### config.mk
export PLATFORM = sky130hd
export DESIGN_NAME = counter_bank_with_max_tracking
export DESIGN_NICKNAME = d
export VERILOG_FILES = /design/src/hw/rtl/cbmt_pkg.sv /design/src/hw/rtl/counter_bank_with_max_tracking.sv /design/src/hw/rtl/cbmt_datapath.sv /design/src/hw/rtl/cbmt_ctrl.sv
export SDC_FILE = /design/constraint.sdc
export NUM_CORES = 1
export LEC_CHECK = 0
export BUFFER_PORTS_ARGS = -buffer_cell sky130_fd_sc_hd__buf_2
export CORE_MARGIN = 3
export CORE_UTILIZATION = 65
export DETAILED_ROUTE_END_ITERATION = 8
export PLACE_DENSITY = 0.82
export REMOVE_ABC_BUFFERS = 1
export SETUP_SLACK_MARGIN = 0.05
export SLEW_MARGIN = 20
export SYNTH_ARGS = -nofsm -noshare
export SYNTH_HDL_FRONTEND = slang
export SYNTH_SLANG_ARGS = --single-unit
### constraint.sdc
create_clock -name i_clk -period 13.92 [get_ports i_clk]
set_clock_uncertainty 0.2 [all_clocks]
set_input_delay 2.088 -clock i_clk [delete_from_list [all_inputs] [get_ports i_clk]]
set_output_delay 2.088 -clock i_clk [all_outputs]
set_load 0.1 [all_outputs]
### src/hw/rtl/cbmt_pkg.sv
`default_nettype none

package cbmt_pkg;

    localparam int NUM_COUNTERS_DEF = 16;
    localparam int COUNT_BITS_DEF   = 16;

    localparam int CMD_W     = 3;
    localparam int INDEX_W   = 4;
    localparam int SLOT_W    = 4;
    localparam int OUT_CNT_W = 16;
    localparam int NUM_W     = 5;

    localparam logic [NUM_W-1:0] LIST_MAX = 5'd16;
    localparam logic [NUM_W-1:0] NUM_SAT  = 5'd31;

    localparam logic [CMD_W-1:0] CMD_INC  = 3'd0;
    localparam logic [CMD_W-1:0] CMD_DEC  = 3'd1;
    localparam logic [CMD_W-1:0] CMD_CLR  = 3'd2;
    localparam logic [CMD_W-1:0] CMD_READ = 3'd3;
    localparam logic [CMD_W-1:0] CMD_LIST = 3'd4;

    typedef struct packed {
        logic load;
        logic update;
        logic find_max;
        logic find_eq;
        logic count;
        logic emit_one;
        logic scan;
    } t_ctrl;

    typedef struct packed {
        logic is_list;
        logic scan_last;
    } t_stat;

endpackage

`default_nettype wire

### src/hw/rtl/counter_bank_with_max_tracking.sv
// A single-result word goes through the update, maximum, match, count and emit steps; busy stays
// high until its result is registered, so a new word is taken only once the sequencer is idle.
// A list word instead scans the counters in index order after the count step, up to the last
// holder of the maximum, and gives one result per holder; busy holds until that holder is reached.
// Results are strobed for one cycle and cannot be held off by the receiver.
// Synchronous active-low reset clears every counter to zero and returns the sequencer to idle.
`default_nettype none

module counter_bank_with_max_tracking #(
    parameter int NUM_COUNTERS = cbmt_pkg::NUM_COUNTERS_DEF,
    parameter int COUNT_BITS   = cbmt_pkg::COUNT_BITS_DEF
) (
    input  wire                                   i_clk,
    input  wire                                   i_rst_n,
    input  wire                                   start,
    output logic                                  busy,
    input  wire  [cbmt_pkg::CMD_W-1:0]            i_cmd,
    input  wire  [cbmt_pkg::INDEX_W-1:0]          i_index,
    output logic                                  o_valid,
    output logic [cbmt_pkg::SLOT_W-1:0]           o_slot,
    output logic signed [cbmt_pkg::OUT_CNT_W-1:0] o_slot_count,
    output logic signed [cbmt_pkg::OUT_CNT_W-1:0] o_max_count,
    output logic [cbmt_pkg::NUM_W-1:0]            o_num_at_max,
    output logic                                  o_last
);

    cbmt_pkg::t_ctrl ctrl;
    cbmt_pkg::t_stat stat;

    cbmt_ctrl u_ctrl (
        .i_clk   (i_clk),
        .i_rst_n (i_rst_n),
        .start   (start),
        .i_stat  (stat),
        .o_ctrl  (ctrl),
        .busy    (busy)
    );

    cbmt_datapath #(
        .NUM_COUNTERS (NUM_COUNTERS),
        .COUNT_BITS   (COUNT_BITS)
    ) u_datapath (
        .i_clk        (i_clk),
        .i_rst_n      (i_rst_n),
        .i_cmd        (i_cmd),
        .i_index      (i_index),
        .i_ctrl       (ctrl),
        .o_stat       (stat),
        .o_valid      (o_valid),
        .o_slot       (o_slot),
        .o_slot_count (o_slot_count),
        .o_max_count  (o_max_count),
        .o_num_at_max (o_num_at_max),
        .o_last       (o_last)
    );

endmodule

`default_nettype wire

### src/hw/rtl/cbmt_datapath.sv
`default_nettype none

module cbmt_datapath #(
    parameter int NUM_COUNTERS = cbmt_pkg::NUM_COUNTERS_DEF,
    parameter int COUNT_BITS   = cbmt_pkg::COUNT_BITS_DEF
) (
    input  wire                                  i_clk,
    input  wire                                  i_rst_n,
    input  wire  [cbmt_pkg::CMD_W-1:0]           i_cmd,
    input  wire  [cbmt_pkg::INDEX_W-1:0]         i_index,
    input  wire  cbmt_pkg::t_ctrl                i_ctrl,
    output cbmt_pkg::t_stat                      o_stat,
    output logic                                 o_valid,
    output logic [cbmt_pkg::SLOT_W-1:0]          o_slot,
    output logic signed [cbmt_pkg::OUT_CNT_W-1:0] o_slot_count,
    output logic signed [cbmt_pkg::OUT_CNT_W-1:0] o_max_count,
    output logic [cbmt_pkg::NUM_W-1:0]           o_num_at_max,
    output logic                                 o_last
);

    localparam int IW    = $clog2(NUM_COUNTERS);
    localparam int XW    = IW + cbmt_pkg::INDEX_W;
    localparam int LV    = $clog2(NUM_COUNTERS);
    localparam int TW    = 2 ** LV;
    localparam int POP_W = $clog2(NUM_COUNTERS + 1);

    localparam logic signed [COUNT_BITS-1:0] CNT_TOP = {1'b0, {(COUNT_BITS-1){1'b1}}};
    localparam logic signed [COUNT_BITS-1:0] CNT_BOT = {1'b1, {(COUNT_BITS-1){1'b0}}};

    logic signed [COUNT_BITS-1:0] r_counts [NUM_COUNTERS];
    logic [cbmt_pkg::CMD_W-1:0]   r_cmd;
    logic [cbmt_pkg::INDEX_W-1:0] r_index;
    logic signed [COUNT_BITS-1:0] r_max;
    logic [NUM_COUNTERS-1:0]      r_eq;
    logic [cbmt_pkg::NUM_W-1:0]   r_num;
    logic [cbmt_pkg::NUM_W-1:0]   r_total;
    logic [IW-1:0]                r_ptr;
    logic [cbmt_pkg::NUM_W-1:0]   r_sent;

    logic                                 r_valid;
    logic [cbmt_pkg::SLOT_W-1:0]          r_slot;
    logic signed [cbmt_pkg::OUT_CNT_W-1:0] r_slot_count;
    logic signed [cbmt_pkg::OUT_CNT_W-1:0] r_max_out;
    logic [cbmt_pkg::NUM_W-1:0]           r_num_out;
    logic                                 r_last;

    logic [XW-1:0]                idx_ext;
    logic [IW-1:0]                idx_w;
    logic                         in_range;
    logic                         is_list;
    logic signed [COUNT_BITS-1:0] cur;
    logic signed [COUNT_BITS-1:0] n_cur;
    logic signed [COUNT_BITS-1:0] tree [LV+1][TW];
    logic [POP_W-1:0]             pop_sum;
    logic [7:0]                   pop_ext;
    logic [cbmt_pkg::NUM_W-1:0]   n_num;
    logic [cbmt_pkg::NUM_W-1:0]   n_total;
    logic                         hit;
    logic                         hit_last;
    logic signed [31:0]           cur_wide;
    logic signed [31:0]           max_wide;

    assign idx_ext  = XW'(r_index);
    assign idx_w    = idx_ext[IW-1:0];
    assign in_range = idx_ext < XW'(NUM_COUNTERS);
    assign is_list  = r_cmd == cbmt_pkg::CMD_LIST;
    assign cur      = in_range ? r_counts[idx_w] : '0;
    assign cur_wide = 32'(cur);
    assign max_wide = 32'(r_max);
    assign hit      = r_eq[r_ptr];
    assign hit_last = hit && ((r_sent + 5'd1) == r_total);

    assign o_stat = '{is_list: is_list, scan_last: hit_last};

    always_comb begin
        n_cur = cur;
        case (r_cmd)
            cbmt_pkg::CMD_INC: begin
                if (cur != CNT_TOP) begin
                    n_cur = cur + 1'b1;
                end
            end
            cbmt_pkg::CMD_DEC: begin
                if (cur != CNT_BOT) begin
                    n_cur = cur - 1'b1;
                end
            end
            cbmt_pkg::CMD_CLR: n_cur = '0;
            default:           n_cur = cur;
        endcase
    end

    always_comb begin
        for (int l = 0; l <= LV; l++) begin
            for (int j = 0; j < TW; j++) begin
                tree[l][j] = CNT_BOT;
            end
        end
        for (int j = 0; j < NUM_COUNTERS; j++) begin
            tree[0][j] = r_counts[j];
        end
        for (int l = 0; l < LV; l++) begin
            for (int j = 0; j < TW; j++) begin
                if (j < (TW >> (l + 1))) begin
                    tree[l+1][j] = (tree[l][2*j] > tree[l][2*j+1]) ?
                                   tree[l][2*j] : tree[l][2*j+1];
                end
            end
        end
    end

    always_comb begin
        pop_sum = '0;
        for (int k = 0; k < NUM_COUNTERS; k++) begin
            pop_sum = pop_sum + POP_W'(r_eq[k]);
        end
        pop_ext = 8'(pop_sum);
        n_num   = (pop_ext > 8'(cbmt_pkg::NUM_SAT)) ? cbmt_pkg::NUM_SAT : pop_ext[4:0];
        n_total = (pop_ext > 8'(cbmt_pkg::LIST_MAX)) ? cbmt_pkg::LIST_MAX : pop_ext[4:0];
    end

    always_ff @(posedge i_clk) begin
        if (!i_rst_n) begin
            for (int k = 0; k < NUM_COUNTERS; k++) begin
                r_counts[k] <= '0;
            end
        end else if (i_ctrl.update && in_range && !is_list) begin
            r_counts[idx_w] <= n_cur;
        end
    end

    always_ff @(posedge i_clk) begin
        if (i_ctrl.load) begin
            r_cmd   <= i_cmd;
            r_index <= i_index;
        end
        if (i_ctrl.find_max) begin
            r_max <= tree[LV][0];
        end
        if (i_ctrl.find_eq) begin
            for (int k = 0; k < NUM_COUNTERS; k++) begin
                r_eq[k] <= r_counts[k] == r_max;
            end
        end
        if (i_ctrl.count) begin
            r_num   <= n_num;
            r_total <= n_total;
            r_ptr   <= '0;
            r_sent  <= '0;
        end else if (i_ctrl.scan) begin
            r_ptr <= r_ptr + 1'b1;
            if (hit) begin
                r_sent <= r_sent + 5'd1;
            end
        end
    end

    always_ff @(posedge i_clk) begin
        if (!i_rst_n) begin
            r_valid <= 1'b0;
        end else begin
            r_valid <= i_ctrl.emit_one || (i_ctrl.scan && hit);
        end
    end

    always_ff @(posedge i_clk) begin
        if (i_ctrl.emit_one) begin
            r_slot       <= r_index;
            r_slot_count <= cur_wide[cbmt_pkg::OUT_CNT_W-1:0];
            r_max_out    <= max_wide[cbmt_pkg::OUT_CNT_W-1:0];
            r_num_out    <= r_num;
            r_last       <= 1'b1;
        end else if (i_ctrl.scan && hit) begin
            r_slot       <= cbmt_pkg::SLOT_W'(r_ptr);
            r_slot_count <= max_wide[cbmt_pkg::OUT_CNT_W-1:0];
            r_max_out    <= max_wide[cbmt_pkg::OUT_CNT_W-1:0];
            r_num_out    <= r_num;
            r_last       <= hit_last;
        end
    end

    assign o_valid      = r_valid;
    assign o_slot       = r_slot;
    assign o_slot_count = r_slot_count;
    assign o_max_count  = r_max_out;
    assign o_num_at_max = r_num_out;
    assign o_last       = r_last;

endmodule

`default_nettype wire

### src/hw/rtl/cbmt_ctrl.sv
`default_nettype none

module cbmt_ctrl (
    input  wire              i_clk,
    input  wire              i_rst_n,
    input  wire              start,
    input  wire  cbmt_pkg::t_stat i_stat,
    output cbmt_pkg::t_ctrl  o_ctrl,
    output logic             busy
);

    localparam logic [2:0] S_IDLE = 3'd0;
    localparam logic [2:0] S_UPD  = 3'd1;
    localparam logic [2:0] S_MAX  = 3'd2;
    localparam logic [2:0] S_EQ   = 3'd3;
    localparam logic [2:0] S_POP  = 3'd4;
    localparam logic [2:0] S_ONE  = 3'd5;
    localparam logic [2:0] S_SCAN = 3'd6;

    logic [2:0] r_state;
    logic [2:0] n_state;

    assign busy = r_state != S_IDLE;

    always_comb begin
        n_state = r_state;
        o_ctrl  = '0;
        unique case (r_state)
            S_IDLE: begin
                if (start) begin
                    o_ctrl.load = 1'b1;
                    n_state     = S_UPD;
                end
            end
            S_UPD: begin
                o_ctrl.update = 1'b1;
                n_state       = S_MAX;
            end
            S_MAX: begin
                o_ctrl.find_max = 1'b1;
                n_state         = S_EQ;
            end
            S_EQ: begin
                o_ctrl.find_eq = 1'b1;
                n_state        = S_POP;
            end
            S_POP: begin
                o_ctrl.count = 1'b1;
                n_state      = i_stat.is_list ? S_SCAN : S_ONE;
            end
            S_ONE: begin
                o_ctrl.emit_one = 1'b1;
                n_state         = S_IDLE;
            end
            S_SCAN: begin
                o_ctrl.scan = 1'b1;
                if (i_stat.scan_last) begin
                    n_state = S_IDLE;
                end
            end
            default: n_state = S_IDLE;
        endcase
    end

    always_ff @(posedge i_clk) begin
        if (!i_rst_n) begin
            r_state <= S_IDLE;
        end else begin
            r_state <= n_state;
        end
    end

endmodule

`default_nettype wire

==> metrics.md <==
| Metric | Value |
|---|---|
| Worst hold path class | `reg -> reg` |
| Max transition margin | `0.162` |
| Worst slack, placed | `2.07 ns` |
| Syn_area_per_cell | `10.4 um^2` |
| Num ports | `54` |
| Initial DRC count | `3281` |
| Number of global-route vias before repair | `roughly 23000` |
| Synth warnings | `0` |
| Max cap viols | `0` |
| Critical path's slowest cell | `o41a_1` |
| Final WL | `103 mm` |
| Count of flip-flops with a built-in enable after synthesis | `~350` |
| Top cell by count, worst path | `a21oi_1` |
| Via count | `23800` |
| Placed Instances | `roughly 3300` |
| Num CTS Buffers | `40` |
| CP required | `14.11 ns` |
| Cell Pwr Density | `around 160 mW/mm^2` |
| Clk buf depth | `3` |
| Outcome | `finished, final reports clean` |
| Clock transition at path regs | `~0.060 ns` |
| Final setup fails | `0` |
| Post-CTS setup buffer count | `0` |
| Setup_tns | `0 ns` |
| Drt first pass iters | `6` |
| Largest net degree at the start of global routing | `just under 50` |
| Fin. max-slew vios | `0` |
| Most used flip-flop cell after synthesis | `edfxtp_1` |
| First-pass GRT wire length | `151 mm` |
| Clock sinks | `364` |
| Worst slew pin tran | `between 1 and 1.5 ns` |
| Dpl hpwl | `76.7 mm` |
| Seq/Total Area, Yosys | `0.375` |
| Placer Congestion | `1.09` |
| Maximum VDD drop | `156 uV` |
| RSZ-0062 raised after global routing | `false` |
| Core Area | `0.0433 mm^2` |
| Clk root buf | `clkbuf_16` |
| Post-synth cell types | `102` |
| Port bufs | `53` |
| Crit Path Class | `reg -> reg` |
| Final non-filler cell total | `3381` |
| Starting Density | `0.662` |
| Hold Vio Cnt, Final | `0` |
| Synthesis-to-layout area growth | `6.99%` |
| Commonest non-fill, non-tap cells in the layout | `nor2_1, edfxtp_1, xnor2_1` |
| H-tree Lvls | `2` |
| Fin util | `0.709` |
| Crit end category | `register` |
| Startpoint types | `register` |
| # resized after CTS | `0` |
| Slack of the critical path | `1.81 ns` |
| Post-cts hold buffer count | `0` |
| # DRC | `0` |
| Synth Register Bits | `364` |
| Total track usage | `0.440` |
| # rows | `76` |
| Congestion Overflow GR | `0` |
| F_max | `82.6 MHz` |
| Tcrit/Tclk final | `0.870` |
| Chip height | `between 200 and 250 um` |
| Clk_lat worst skew | `0.58 ns` |
| Via density | `7.05` |
| CP peak stage delay | `0.81 ns` |
| Die width | `216 um` |
| Final min period | `about 12 ns` |
| Post-synthesis cell count | `about 2800` |
| Remaining antenna violation count after routing | `0` |
| TritonCTS clock tree | `done` |
| Leakage | `12.3 nW` |
| Pwr Total | `4.86 mW` |
| Initial antenna violation count | `4` |
| Nets | `between 3000 and 4000` |
| Data arrival, critical path | `12.30 ns` |
| Share of cells above drive strength 1 | `0.113` |
| Worst Path Max Fanout | `36` |
| Async SR Flop Fraction | `0` |
| Mapped cell area | `0.0287 mm^2` |
| WL/cell | `30.5 um` |
| Die Area | `0.0466 mm^2` |
-- sequential cells by signal, indices dropped and copies added, names as in the netlist, 3 cells and up, named ones only --
register / count
u_datapath.o_max_count: 16
u_datapath.idx_w: 4
u_datapath.o_slot_count: 16
u_datapath.o_num_at_max: 5
u_datapath.r_cmd: 3
u_datapath.r_total: 5
u_datapath.r_ptr: 4
u_datapath.r_eq: 16
u_ctrl.r_state: 3
u_datapath.r_num: 5
u_datapath.o_slot: 4
u_datapath.r_max: 16
u_datapath.r_sent: 5
u_datapath.r_counts: 256
-- routing by layer --
metal / routed length, um / vias up / global-route usage
li1: - / 10000 / -
met1: 36600 / 11400 / 0.562
met2: 43200 / 1907 / 0.649
met3: 15000 / 497 / 0.147
met4: 8360 / 4 / 0.272
met5: 92 / - / 0.0125
-- cell type report --
| class | count | area (um^2) |
|---|---|---|
| repair buffers | 94 | 573 |
| clock inverters | 20 | 178 |
| flip-flops and latches | 364 | 10800 |
| multi-input cells | 1993 | 16300 |
| well taps | 585 | 732 |
| clock buffers | 54 | 1080 |
| diodes | 6 | 15.0 |
| fillers | 3160 | 12600 |
| inverters | 265 | 996 |
-- power breakdown --
group	switching [mW]	internal [mW]	total, mW
logic	1.41	0.878	2.29
registers	0.192	1.32	1.52
clock network	0.457	0.603	1.06
total	2.06	2.81	4.86
-- cells by family after synthesis --
| logic type | after synthesis | synth area share |
|---|---|---|
| buffers and inverters | 403 | 0.0582 |
| AOI/OAI and AO/OA | 364 | 0.0876 |
| adders and majority gates | 252 | 0.113 |
| xor gates and xnor gates | 276 | 0.0844 |
| muxes | 306 | 0.148 |
| and+or+nand+nor | 795 | 0.134 |
| DFF | 364 | 0.375 |
-- path summary, 6_finish.rpt --
path / slack (ns) / startpoint / cells past startpoint / end
max: 1.81 / u_datapath.r_counts[14][15] / 45 / u_datapath.r_max[5]
min: 0.24 / u_datapath.r_num[3] / 0 / u_datapath.o_num_at_max[3]
max reg2reg: 1.81 / u_datapath.r_counts[14][15] / 45 / u_datapath.r_max[5]
min reg2reg: 0.24 / u_datapath.r_num[3] / 0 / u_datapath.o_num_at_max[3]
-- per-stage QoR --
stage | instance area (um^2) | hold WS [ns]
finish | 30700 | 0.240
global route | 30600 | 0.249
CTS | 30600 | 0.242
detailed placement | 29400 | 0.228
global placement | 29400 | 0.213
floorplan | 28000 | 0.200
-- critical path, delay by kind of cell (launching register included) --
family / cells / cell delay (ns)
XOR/XNOR: 1 / 0.19
AND/OR/NAND/NOR: 9 / 1.32
AO/OA/AOI/OAI: 24 / 6.41
adder cells (fa/ha/maj): 4 / 1.33
flip-flops: 1 / 0.44
multiplexers: 5 / 1.48
buffers and inverters: 2 / 0.51
-- synth_stat cells, types with 39 or more instances --
| cell type | count | area, um^2 |
|---|---|---|
| a21o_1 | 45 | 338 |
| a21oi_1 | 102 | 510 |
| clkbuf_1 | 87 | 327 |
| edfxtp_1 | 346 | 10400 |
| ha_1 | 241 | 3020 |
| inv_1 | 263 | 987 |
| mux2i_1 | 185 | 1850 |
| mux4_2 | 66 | 1490 |
| nand2_1 | 109 | 409 |
| nand3_1 | 39 | 195 |
| nand4_1 | 105 | 657 |
| nor2_1 | 347 | 1300 |
| o21ai_0 | 54 | 270 |
| xnor2_1 | 269 | 2360 |
(Power assumes the default switching activity.)
